File: src/hdl/fcj_pkg.sv
package fcj_pkg;

    localparam int FLD_W     = 24;
    localparam int IN_W      = 3 * FLD_W;
    localparam int OUT_W     = 11 * FLD_W;
    localparam int STAT_W    = 2;
    localparam int TOL_W     = 23;
    localparam logic [TOL_W-1:0] TOL_RESET = 23'd4194283;
    localparam int PROD_W    = 2 * FLD_W;

    localparam int RAD_W     = PROD_W;
    localparam int ROOT_W    = RAD_W / 2;
    localparam int SQ_PER    = 4;
    localparam int SQ_STG    = ROOT_W / SQ_PER;
    localparam int SQ_REM_W  = ROOT_W + 2;

    localparam int Q_W       = FLD_W;
    localparam int MAG_W     = 62;
    localparam int DEN_W     = PROD_W;
    localparam int DD_W      = DEN_W + 1;
    localparam int REM_W     = DD_W + Q_W;
    localparam int DV_PER    = 2;
    localparam int DV_STG    = Q_W / DV_PER;

    localparam int Q_FRAC    = 16;
    localparam int DIR_SH    = 38;
    localparam int SC_SH     = 6;
    localparam int RS_W      = ROOT_W - SC_SH + 1;

    localparam logic [Q_W-1:0] Q_POS_MAX = 24'h7fffff;
    localparam logic [Q_W-1:0] Q_NEG_MAX = 24'h800000;

    localparam int ST_IN     = 0;
    localparam int ST_MUL    = 1;
    localparam int ST_SUM    = 2;
    localparam int ST_SQ0    = 3;
    localparam int ST_SEL    = ST_SQ0 + SQ_STG;
    localparam int ST_DV0    = ST_SEL + 1;
    localparam int ST_OUT    = ST_DV0 + DV_STG + 1;
    localparam int NSTG      = ST_OUT + 1;

    localparam int NDIV      = 8;
    localparam int DV_A      = 0;
    localparam int DV_B      = 1;
    localparam int DV_C      = 2;
    localparam int DV_D      = 3;
    localparam int DV_E      = 4;
    localparam int DV_F      = 5;
    localparam int DV_G      = 6;
    localparam int DV_H      = 7;

    typedef struct packed {
        logic [Q_W-1:0] q;
        logic           ovf;
        logic           dz;
        logic           mz;
    } div_res_t;

endpackage

File: src/hdl/fcj_sqrt.sv
module fcj_sqrt (
    input  logic                        aclk,
    input  logic [fcj_pkg::SQ_STG-1:0]  en,
    input  logic [fcj_pkg::RAD_W-1:0]   rad,
    output logic [fcj_pkg::ROOT_W-1:0]  root
);
    import fcj_pkg::*;

    logic [RAD_W-1:0]    rad_reg  [SQ_STG];
    logic [SQ_REM_W-1:0] rem_reg  [SQ_STG];
    logic [ROOT_W-1:0]   root_reg [SQ_STG];

    genvar g;
    generate
        for (g = 0; g < SQ_STG; g++) begin : g_stg
            logic [RAD_W-1:0]    rad_in;
            logic [RAD_W-1:0]    rad_next;
            logic [SQ_REM_W-1:0] rem_in;
            logic [SQ_REM_W-1:0] rem_next;
            logic [SQ_REM_W-1:0] trial;
            logic [ROOT_W-1:0]   root_in;
            logic [ROOT_W-1:0]   root_next;

            if (g == 0) begin : g_first
                assign rad_in  = rad;
                assign rem_in  = '0;
                assign root_in = '0;
            end else begin : g_rest
                assign rad_in  = rad_reg[g-1];
                assign rem_in  = rem_reg[g-1];
                assign root_in = root_reg[g-1];
            end

            always_comb begin
                rad_next  = rad_in;
                rem_next  = rem_in;
                root_next = root_in;
                trial     = '0;
                for (int j = 0; j < SQ_PER; j++) begin
                    rem_next = {rem_next[SQ_REM_W-3:0], rad_next[RAD_W-1 -: 2]};
                    rad_next = {rad_next[RAD_W-3:0], 2'b00};
                    trial    = {root_next, 2'b01};
                    if (rem_next >= trial) begin
                        rem_next  = rem_next - trial;
                        root_next = {root_next[ROOT_W-2:0], 1'b1};
                    end else begin
                        root_next = {root_next[ROOT_W-2:0], 1'b0};
                    end
                end
            end

            always_ff @(posedge aclk) begin
                if (en[g]) begin
                    rad_reg[g]  <= rad_next;
                    rem_reg[g]  <= rem_next;
                    root_reg[g] <= root_next;
                end
            end
        end
    endgenerate

    assign root = root_reg[SQ_STG-1];

endmodule

File: config.mk
export PLATFORM = sky130hd
export DESIGN_NAME = fcj_sqrt
export DESIGN_NICKNAME = d
export VERILOG_FILES = /design/src/hdl/fcj_pkg.sv /design/src/hdl/fcj_sqrt.sv
export SDC_FILE = /design/constraint.sdc
export NUM_CORES = 1
export LEC_CHECK = 0
export BUFFER_PORTS_ARGS = -buffer_cell sky130_fd_sc_hd__clkbuf_2
export CELL_PAD_IN_SITES_DETAIL_PLACEMENT = 0
export CELL_PAD_IN_SITES_GLOBAL_PLACEMENT = 2
export CORE_MARGIN = 3
export CORE_UTILIZATION = 30
export CTS_BUF_LIST = sky130_fd_sc_hd__clkbuf_2 sky130_fd_sc_hd__clkbuf_4 sky130_fd_sc_hd__clkbuf_8
export DETAILED_ROUTE_END_ITERATION = 16
export GPL_TIMING_DRIVEN = 1
export PLACE_DENSITY_LB_ADDON = 0.25
export SYNTH_ARGS = -nofsm -noshare
export SYNTH_HDL_FRONTEND = slang
export SYNTH_SLANG_ARGS = --single-unit
export TNS_END_PERCENT = 30
File: constraint.sdc
create_clock -name aclk -period 32.8 [get_ports aclk]
set_input_delay 6.56 -clock aclk [delete_from_list [all_inputs] [get_ports aclk]]
set_output_delay 6.56 -clock aclk [all_outputs]
set_load 0.005 [all_outputs]
### Yosys cells after proc, flatten, opt, wreduce, memory -nomap -nowiden

Memory sizes are Yosys's and may differ from the RTL's.
Index checks and enable logic that the tools add are counted.

* mux-type cells: 60
* $lt $le $gt $ge: 24
* add/sub/neg operators: 24

Operators with widths (number)
* 26-bit >= comparator: 20
* 24-bit 2-to-1 mux: 18
* 24-bit subtractor: 15
* 26-bit 2-to-1 mux: 6
* 26-bit subtractor: 5
* 1-bit 2-to-1 mux: 36
* 26-bit by 3-bit >= comparator with 1-bit output: 1
* 26-bit by 4-bit >= comparator with 1-bit output: 1
* 26-bit by 5-bit >= comparator with 1-bit output: 1
* 26-bit by 5-bit subtractor with 26-bit output: 1
* 24-bit by 3-bit subtractor with 24-bit output: 1
* 24-bit by 4-bit subtractor with 24-bit output: 1
* 2-bit by 1-bit subtractor with 3-bit output (second input constant): 1
* 2-bit by 1-bit >= comparator with 1-bit output (second input constant): 1

* memories kept: 3
* bits of input ports: 55
* bits in writable memories: 540
* flip-flop bits (word level): 0
* output and inout port bits: 24

Memories
* rad_reg: words 6, width 40, rd ports 5, clocked after memory_dff 0, write ports 6, RTL line fcj_sqrt.sv:9 `logic [RAD_W-1:0] rad_reg [SQ_STG];`
* rem_reg: words 6, width 26, rd ports 5, clocked after memory_dff 0, write ports 6, RTL line fcj_sqrt.sv:10 `logic [SQ_REM_W-1:0] rem_reg [SQ_STG];`
* root_reg: words 6, width 24, rd ports 6, clocked after memory_dff 0, write ports 6, RTL line fcj_sqrt.sv:11 `logic [ROOT_W-1:0] root_reg [SQ_STG];`

### Logic depth before layout (Yosys ltp)

An unclocked memory read counts as a cell.

* depth after elaboration: 9
* mapped depth: 58

### Worst setup path before layout

OpenSTA, ideal clock, no wires.

* path kind: input-to-reg
* start point: input rad[45] (netlist name)
* end point: memory rem_reg[0][19] (netlist name), data pin
* arrival: 11457 ps
* data required time: 32531 ps
* buffers on the path: 4
* setup time: 269 ps
* setup slack: 21073 ps
* stages: 26
* cells stage by stage: inv_1 > ha_1 > nand2b_1 > o21a_1 > clkbuf_1 > inv_1 > clkbuf_1 > ha_1 > xnor2_1 > o2111ai_1 > a211o_1 > buf_1 > nor2_1 > a21oi_1 > ha_1 > a21oi_1 > o211ai_1 > or3_1 > nor3_1 > nor2b_1 > or3_1 > clkbuf_1 > nor3_1 > nor2_1 > or2_2 > o31ai_1

RTL lines
* start, declared: RTL line fcj_sqrt.sv:4 `input logic [fcj_pkg::RAD_W-1:0] rad,`
* end, declared: RTL line fcj_sqrt.sv:10

==> flow_summary.ini <==
[outcome]
status = finished clean

[sta]
worst_pin_slew_ns = 1.101
relSlewSlack_pct = 24.73
fin_crit_sh_pct = 42.03
fmax_mhz = 72.53
skew_ns = 0.03596
rsz0062_at_grt = no
hold_viol = 0
report.final.slew_viol_count = 0
finalSetupViolCount = 0
setup_tns_ns = 0
min_period_ns = 13.79
hold_ws_ns = 0.3869

[critical_path]
start_kind = flip-flop
end_kind = flip-flop
slowest_stage = or4_1
worstSetupPathType = reg -> reg
cp_common_cell = a21o_1
critPathMaxStageDelay_ns = 0.96
path_max_fanout = 24
required_ns = 33.21
crit_arrival_ns = 14.20
rrSetupSlack_ns = 19.01
reg2regPathDepth = 41

[cells_and_area]
area_delta_synth_final_pct = 10.48
drive_above_1_share_pct = 8.461
layout.cells.non_filler = 5591
post-route-cell-area_um2 = 37170
fin_nets = 4426

[global_routing]
grt_usage_pct = 19.39
grt_overflow = 0
grt_max_degree = 61
grt_pass1_wl_um = 176300
grt_pass1_vias = 28497
antenna_found_initial = 6

[floorplan]
die_x_um = 340.9
die_h_um = 340.9
rows = 122
core_um2 = 111000
ioPinCount = 79
start_util_pct = 30.32
die_area_um2 = 116200

[logic_synthesis]
synth_top_family_by_area = compound AO/OA/AOI/OAI gates
synthesis.area_um2 = 33650
netlist_top_cells_area = edfxtp_1 29%, ha_1 12%, xnor2_1 6.3%, a21oi_1 5.8%, nor2_1 4.0%
synth_xor_area_share_pct = 9.084
synth_largest_area_cell = edfxtp_1
yosysWarnings = 0
synth_compound_area_share_pct = 23.13
synth_ff_type = edfxtp_1
synth-edff-count = 324
synth-simple-area-share_pct = 20.18
synthCells = 3975
syn_avg_cell_area_um2 = 8.465
seq_area_frac_synth_pct = 28.92
synth-async-reset-ratio_pct = 0
ys_types = 98
muxShareOfSynthArea_pct = 2.789
synth_fa_ha_area_share_pct = 12.01
synth_top_area_share_pct = 28.92
ys_ff_latch = 324

[placed_design]
portBuffers = 78
dp_cells = 5465
place.gp.congestion = 0.8634
placed_area_um2 = 35700
hpwl_um = 92540

[clock_tree]
clockRootBuffer = clkbuf_8
clk_path_buf_depth = 3
clk_latency_ns = 0.70
cts_tree = built
cts.sinks = 324
htree_levels = 3
clk_pin_slew_ns = 0.07
post-cts-setup-buffer-count = 0
numCtsBuffers = 68
ctsHoldBuffers = 0
cts-resized-gates = 0

[pwr]
ir_worst_vdd_uv = 73.31
pwr_density_cell_nw_per_um2 = 120.9
p_leak_uw = 0.01525

[detailed_routing]
drcViolationCount = 0
drt_iter0_drc = 2381
drtPass1Iterations = 5
vias_per_cell = 5.365
wirelength_um = 115800
final_antenna_net_count = 0
wl_per_cell_um = 20.71
via_count = 29996

[run]
cap_violations = 0

[min_path]
min_path_cells = 0
hold_class = reg -> reg
-- metrics by stage --
stage                     power, µW  setup slack (ns)  util [%]
after floorplan                3142             21.07         -
after global placement         4007             19.44     32.17
after detailed placement       3981             19.06     32.17
after CTS                      4500             19.05     33.49
after global routing           4930             18.02     33.49
final                          4495             19.01     33.50
-- logic make-up after synthesis --
family | after synthesis
xor gates and xnor gates | 349
buffers and inverters | 339
DFF | 324
adders and majority gates | 323
AOI/OAI and AO/OA | 1194
and+or+nand+nor | 1360
muxes | 85
other | 1
-- placed cells by master, fill, tap and decap left out, types with 109 or more instances in the layout --
cell,count
a21oi_1,392
nor2_1,357
nand2_1,335
edfxtp_1,324
ha_1,323
xnor2_1,241
inv_1,226
o21ai_0,195
a21o_1,142
nand3_1,111
nor3_1,109
-- metal layers --
metal  GRT usage [%]  part of all wire [%]  up-vias  routed length [µm]
li1                -                     -    15010                   -
met1           28.84                    50    14201               58290
met2           29.78                    43      655               49990
met3           2.188                   4.3      130                4993
met4           4.681                   2.2        0                2519
met5               0                     0        -                   0
-- area by class of cell --
class,count,area [µm²]
inverter,234,878.3
clock buffer,79,1025
sequential,324,9729
tap,1488,1862
clock inverter,44,437.9
fill,11778,73800
antenna,2,5.005
timing repair buffer,107,611.8
multi-input combinational,3313,22620
-- synth_stat cells, types with 46 or more instances --
| library cell | n |
|---|---|
| xor2_1 | 108 |
| nand3_1 | 111 |
| edfxtp_1 | 324 |
| inv_1 | 226 |
| nand2_1 | 335 |
| and3_1 | 46 |
| a21o_1 | 142 |
| nor3_1 | 110 |
| mux2_2 | 54 |
| ha_1 | 323 |
| a31oi_1 | 47 |
| nor2_1 | 357 |
| o21a_1 | 46 |
| o21bai_1 | 46 |
| clkbuf_1 | 80 |
| a21oi_1 | 392 |
| o21ai_0 | 195 |
| nand2b_1 | 51 |
| xnor2_1 | 241 |
| nand4_1 | 53 |
-- power by group --
part           internal [µW]  switching (µW)  total [µW]
Sequential               608            71.6         679
Combinational           1350            1990        3330
Clock                    274             210         484
-- critical path: cells and delay by family (launching register included) --
family          cells  cell delay (ns)
flops               1             0.37
fa+ha+maj           4             1.38
simple gates       18             6.10
xor+xnor            1             0.12
mux                 1             0.11
compound gates     12             3.34
buf+inv             5             2.07
-- path summary, 6_finish.rpt --
kind                            start                       end
max          root_reg[1][7]$_DFFE_PP_  rem_reg[2][23]$_DFFE_PP_
min           rad_reg[1][8]$_DFFE_PP_  rad_reg[2][16]$_DFFE_PP_
max reg2reg  root_reg[1][7]$_DFFE_PP_  rem_reg[2][23]$_DFFE_PP_
min reg2reg   rad_reg[1][8]$_DFFE_PP_  rad_reg[2][16]$_DFFE_PP_
Note: power is estimated with default switching activity, not from simulation.
