<file path="config.mk">
export PLATFORM = sky130hd
export DESIGN_NAME = fcj_div
export DESIGN_NICKNAME = d
export VERILOG_FILES = /design/src/hdl/fcj_pkg.sv /design/src/hdl/fcj_div.sv
export SDC_FILE = /design/constraint.sdc
export NUM_CORES = 2
export LEC_CHECK = 0
export BUFFER_PORTS_ARGS = -buffer_cell sky130_fd_sc_hd__buf_4
export CAP_MARGIN = 5
export CORE_ASPECT_RATIO = 1.2
export CORE_MARGIN = 5
export CORE_UTILIZATION = 65
export DETAILED_ROUTE_END_ITERATION = 10
export GPL_TIMING_DRIVEN = 0
export PLACE_DENSITY_LB_ADDON = 0.2
export SKIP_CTS_REPAIR_TIMING = 1
export SYNTH_ARGS = -nofsm -noshare
export SYNTH_HDL_FRONTEND = slang
export SYNTH_SLANG_ARGS = --single-unit
</file>
<file path="constraint.sdc">
create_clock -name aclk -period 14 [get_ports aclk]
set_input_delay 1.4 -clock aclk [delete_from_list [all_inputs] [get_ports aclk]]
set_output_delay 1.4 -clock aclk [all_outputs]
set_load 0.01 [all_outputs]
</file>
<file path="src/hdl/fcj_pkg.sv">
package fcj_pkg;

    localparam int FLD_W     = 24;
    localparam int IN_W      = 3 * FLD_W;
    localparam int OUT_W     = 11 * FLD_W;
    localparam int STAT_W    = 2;
    localparam int TOL_W     = 23;
    localparam logic [TOL_W-1:0] TOL_RESET = 23'd4194283;
    localparam int PROD_W    = 2 * FLD_W;

    localparam int RAD_W     = PROD_W;
    localparam int ROOT_W    = RAD_W / 2;
    localparam int SQ_PER    = 4;
    localparam int SQ_STG    = ROOT_W / SQ_PER;
    localparam int SQ_REM_W  = ROOT_W + 2;

    localparam int Q_W       = FLD_W;
    localparam int MAG_W     = 62;
    localparam int DEN_W     = PROD_W;
    localparam int DD_W      = DEN_W + 1;
    localparam int REM_W     = DD_W + Q_W;
    localparam int DV_PER    = 2;
    localparam int DV_STG    = Q_W / DV_PER;

    localparam int Q_FRAC    = 16;
    localparam int DIR_SH    = 38;
    localparam int SC_SH     = 6;
    localparam int RS_W      = ROOT_W - SC_SH + 1;

    localparam logic [Q_W-1:0] Q_POS_MAX = 24'h7fffff;
    localparam logic [Q_W-1:0] Q_NEG_MAX = 24'h800000;

    localparam int ST_IN     = 0;
    localparam int ST_MUL    = 1;
    localparam int ST_SUM    = 2;
    localparam int ST_SQ0    = 3;
    localparam int ST_SEL    = ST_SQ0 + SQ_STG;
    localparam int ST_DV0    = ST_SEL + 1;
    localparam int ST_OUT    = ST_DV0 + DV_STG + 1;
    localparam int NSTG      = ST_OUT + 1;

    localparam int NDIV      = 8;
    localparam int DV_A      = 0;
    localparam int DV_B      = 1;
    localparam int DV_C      = 2;
    localparam int DV_D      = 3;
    localparam int DV_E      = 4;
    localparam int DV_F      = 5;
    localparam int DV_G      = 6;
    localparam int DV_H      = 7;

    typedef struct packed {
        logic [Q_W-1:0] q;
        logic           ovf;
        logic           dz;
        logic           mz;
    } div_res_t;

endpackage

</file>
<file path="src/hdl/fcj_div.sv">
module fcj_div (
    input  logic                        aclk,
    input  logic [fcj_pkg::DV_STG:0]    en,
    input  logic [fcj_pkg::MAG_W-1:0]   mag,
    input  logic [fcj_pkg::DEN_W-1:0]   den,
    output fcj_pkg::div_res_t           res
);
    import fcj_pkg::*;

    logic [REM_W-1:0] rem_reg [DV_STG+1];
    logic [DD_W-1:0]  dd_reg  [DV_STG+1];
    div_res_t         res_reg [DV_STG+1];

    logic [REM_W-1:0] num0;
    logic [DD_W-1:0]  dd0;
    div_res_t         res0;

    always_comb begin
        num0     = REM_W'({mag, 1'b0}) + REM_W'(den);
        dd0      = {den, 1'b0};
        res0.q   = '0;
        res0.ovf = num0 >= (REM_W'(dd0) << Q_W);
        res0.dz  = den == '0;
        res0.mz  = mag == '0;
    end

    always_ff @(posedge aclk) begin
        if (en[0]) begin
            rem_reg[0] <= num0;
            dd_reg[0]  <= dd0;
            res_reg[0] <= res0;
        end
    end

    genvar g;
    generate
        for (g = 1; g <= DV_STG; g++) begin : g_stg
            logic [REM_W-1:0] rem_next;
            logic [REM_W-1:0] sub;
            div_res_t         res_next;

            always_comb begin
                rem_next = rem_reg[g-1];
                res_next = res_reg[g-1];
                sub      = '0;
                for (int j = 0; j < DV_PER; j++) begin
                    sub = REM_W'(dd_reg[g-1]) << (Q_W - 1 - ((g - 1) * DV_PER + j));
                    if (rem_next >= sub) begin
                        rem_next   = rem_next - sub;
                        res_next.q = {res_next.q[Q_W-2:0], 1'b1};
                    end else begin
                        res_next.q = {res_next.q[Q_W-2:0], 1'b0};
                    end
                end
            end

            always_ff @(posedge aclk) begin
                if (en[g]) begin
                    rem_reg[g] <= rem_next;
                    dd_reg[g]  <= dd_reg[g-1];
                    res_reg[g] <= res_next;
                end
            end
        end
    endgenerate

    assign res = res_reg[DV_STG];

endmodule

</file>
---- Word level (Yosys, flattened, before mapping) ----
Memory sizes are Yosys's and may differ from the RTL's.
Cells that the tools add are included.
storage, ports and cells
  bits of input ports ..................... 124
  output and inout bits ................... 27
  RAM bits ................................ 1937
  word-level logic and storage cells ...... 129
  register bits ........................... 0
  memories kept ........................... 3
operators by class
  magnitude comparators ................... 25
  muxes and demuxes ....................... 74
  reductions and logical operators ........ 2
  add/sub/neg operators ................... 25
memories
  name     depth  bits a word  rd ports  clocked after Yosys merged registers in  write ports  line           RTL
  rem_reg  13     73           12        0                                        13           fcj_div.sv:10  logic [REM_W-1:0] rem_reg [DV_STG+1];
  dd_reg   13     49           12        0                                        13           fcj_div.sv:11  logic [DD_W-1:0] dd_reg [DV_STG+1];
  res_reg  13     27           13        0                                        13           fcj_div.sv:12  div_res_t res_reg [DV_STG+1];
operator list
  operator                                          count
  73-bit two-way mux                                24
  64-bit by 73-bit >= comparator with 1-bit output  1
  73-bit by 49-bit >= comparator with 1-bit output  1
  73-bit by 50-bit >= comparator with 1-bit output  1
  73-bit by 51-bit >= comparator with 1-bit output  1
  73-bit by 52-bit >= comparator with 1-bit output  1
  73-bit by 53-bit >= comparator with 1-bit output  1
  73-bit by 54-bit >= comparator with 1-bit output  1
  73-bit by 55-bit >= comparator with 1-bit output  1
  73-bit by 56-bit >= comparator with 1-bit output  1
  73-bit by 57-bit >= comparator with 1-bit output  1
  73-bit by 58-bit >= comparator with 1-bit output  1
  73-bit by 59-bit >= comparator with 1-bit output  1
  73-bit by 60-bit >= comparator with 1-bit output  1
  73-bit by 61-bit >= comparator with 1-bit output  1
  73-bit by 62-bit >= comparator with 1-bit output  1
  73-bit by 63-bit >= comparator with 1-bit output  1
  73-bit by 64-bit >= comparator with 1-bit output  1
  73-bit by 65-bit >= comparator with 1-bit output  1
  73-bit by 66-bit >= comparator with 1-bit output  1
  73-bit by 67-bit >= comparator with 1-bit output  1
  73-bit by 68-bit >= comparator with 1-bit output  1
  73-bit by 69-bit >= comparator with 1-bit output  1
  73-bit by 70-bit >= comparator with 1-bit output  1
  30 further kinds                                  79

---- Logic depth before layout (Yosys ltp) ----
An unclocked memory read counts as a cell.
  depth after elaboration ................. 5
  gate-level depth with buffers ........... 36
  mapped depth without buffers ............ 32

---- Worst setup path after synthesis ----
No wires, ideal clock.
  path kind ............................... reg2reg
  from .................................... memory dd_reg[0][149] in the netlist's numbering
  to ...................................... memory rem_reg[1][30] in the netlist's numbering, data pin
  setup time .............................. 260 ps
  data required time ...................... 13740 ps
  data arrival time ....................... 7476 ps
  slack ................................... 6264 ps
  cell stages (with the launch flop) ...... 29
  cell sequence ........................... edfxtp_1 > inv_1 > ha_1 > nor2b_1 > o31ai_1 > a21oi_1 > or2_2 > a221o_1 > a2111o_1 > o21ai_1 > clkbuf_1 > clkbuf_1 > o21ai_0 > fa_1 > a211o_1 > a2111oi_0 > nor3_1 > or2_2 > o311ai_0 > a31oi_1 > nand4_1 > a31oi_1 > and3_1 > o41a_1 > nor3_1 > nor2b_1 > buf_2 > buf_2 > mux2_2
RTL lines
  element          line
  start, declared  fcj_div.sv:11
  end, declared    fcj_div.sv:10

==> impl_metrics.toml <==
[outcome]
status = "finished with violations"
failed_checks = "capacitance limit, slew limit"

[synth]
synth_cell_type_count = 102
yosys-top-cells-count = "edfxtp_1 (1626), a21oi_1 (1538), nand2_1 (1301), ha_1 (1229), nor2_1 (1154)"
async_flop_share_pct = 0
yosysSeqAreaShare_pct = 36.4
syn_area_per_cell_sq_um = 9.02
yosys.area.top_type = "edfxtp_1"
synth_top_area_share_pct = 36.4
synth_seq_cells = 1626
synth_most_common_cell = "edfxtp_1"
synth_area_leaders = "edfxtp_1 (36%), ha_1 (11%), a21oi_1 (5.7%)"
syn_inst = 14900
yosysWarnings = 0
syn-num-nets = 16200
synthFlopType = "edfxtp_1"
synth_area_sq_um = 134000
synth-edff-count = 1626

[worst_setup_path]
worstSetupEndpointType = "flip-flop"
cp_max_fo = 10
start_kind = "flip-flop"
arrival_ps = 13970
critPathSlowestCell = "a211oi_1"
crit_type = "reg -> reg"
crit_required_ps = 14660
max_stage_delay_ps = 1180

[cts]
clkLatencyLatePin_ps = 930
clkSinkCount = 1626
cts_inserted_buffers = 166
cts_tree = "built"
cts_max_level = 4
cts_max_path_buffers = 3
cts_root_buf = "clkbuf_16"
cts.clk_slew.worst_paths_ps = 70

[die]
die_h_um = 508
floorplan.initialDensity_pct = 65.4
fp.dieArea_sq_um = 216000
ios = 151
core_area_sq_um = 205000
rows = 182
die_width_um = 425

[job]
cap_violations = 1

[route]
drtAntennaViolNets = 0
wl_mm = 482
drc = 0
wl_per_cell_um = 26.6
vias = 121000
firstDrtPassIters = 11
drtIter0Drc = 12300
vias_per_cell = 6.69

[timing]
finalSetupViolations = 0
finalSetupTns_ps = 0
fmax_mhz = 75.1
clock_skew_ps = 85.5
worstMarginPinSlew_ps = 1570
finalMaxSlewViolations = 3
finalCritPeriodShare_pct = 95.1
maxSlewHeadroom_pct = -5.48
min_period_ps = 13310
rsz0062_at_grt = "false"
hold_viol_final = 0

[hold_path]
hold_path_class = "reg -> reg"

[power]
totalPowerFinal_w = 0.0413
ir_worst_vdd_uv = 284
power_density_nw_per_um2 = 285
p_leak_nw = 59.3

[global_route]
grt_pass1_wl_mm = 711
grt_overflow_total = 0
grt_use_total_pct = 43.4
antenna_found_initial = 15
grt_pass1_vias = 121000
grt_max_degree = 115

[placed_design]
port_buffers = 150
gp_congestion = 1.06
dp_hpwl_mm = 387
placed_cell_area_sq_um = 139000

[cells_and_area]
stdcell_area_sq_um = 145000
largest_reg_flops = 866
drive_gt1_share_pct = 5.96
final.fill_count = 15800
nets = 16600
area_growth_pct = 8.05
[worst max-delay path: cells and delay by family (launching register included)]
family / cells / cell delay, ps
compound gates: 16 / 6980
buf+inv: 7 / 3520
simple gates: 5 / 1050
fa+ha+maj: 2 / 990
flops: 1 / 480
[routing by layer]
metal,track usage [%],routed length (um),part of all wire (%)
met4,47.9,67700,14
met2,75.1,230000,48
met5,0,102,0.021
met3,8.81,36900,7.6
met1,40.6,147000,31
[where the power goes]
part	switching, W	internal [W]	leakage, nW
sequential	0.00100	0.00758	15.8
combinational	0.0168	0.0113	40.9
clock	0.00211	0.00254	2.69
total	0.0200	0.0214	59.3
[cell usage in the layout (no fill, tap or decap), drive strengths merged, types with 157 or more instances in the layout]
cell type / instances
xnor2: 806
inv: 1011
a21o: 680
clkbuf: 577
a21oi: 1538
nor3: 264
nor2: 1154
mux2: 279
ha: 1229
nand4: 337
o21ai: 1000
o21bai: 195
buf: 260
nand3: 304
nand2b: 184
nand2: 1301
edfxtp: 1626
xor2: 418
o21a: 177
nor4: 157
nor2b: 160
[final cells by class]
type | count | area [sq um] | area share [%]
multi-input cells | 11800 | 79800 | 55.0
diodes | 14 | 35.0 | 0.0242
repair buffers | 176 | 1600 | 1.10
plain buffers | 475 | 1890 | 1.30
inverters | 1003 | 3760 | 2.60
well taps | 2760 | 3450 | 2.38
clock inverters | 115 | 1420 | 0.979
flip-flops and latches | 1626 | 48800 | 33.7
clock buffers | 187 | 4230 | 2.92
[logic make-up after synthesis]
family                   count (synthesis)  synth area share [%]
XOR/XNOR                              1224                  7.99
AO/OA/AOI/OAI                         4514                  20.9
multiplexers                           296                  2.47
adder cells (fa/ha/maj)               1253                  11.8
AND/OR/NAND/NOR                       4477                  16.2
buffers and inverters                 1478                  4.21
flip-flops                            1626                  36.4
[per-stage QoR]
| step | cells | hold slack [ps] | setup WS (ps) | utilization [%] |
|---|---|---|---|---|
| floorplan | 14900 | 400 | 6260 | - |
| global placement | 17800 | 401 | 774 | 67.6 |
| detailed placement | 17800 | 405 | 1450 | 67.9 |
| CTS | 18100 | 401 | 1330 | 70.6 |
| global route | 18100 | 412 | 879 | 70.6 |
| finish | 18100 | 399 | 691 | 70.7 |
[worst paths after layout]
check / from / cells after the start / end / slack (ps)
max reg2reg: dd_reg[1][157] / 30 / rem_reg[2][11] / 690
min: res_reg[5][11] / 0 / res_reg[5][40] / 400
min reg2reg: res_reg[5][11] / 0 / res_reg[5][40] / 400
max: dd_reg[1][157] / 30 / rem_reg[2][11] / 690
(Power assumes the default switching activity.)
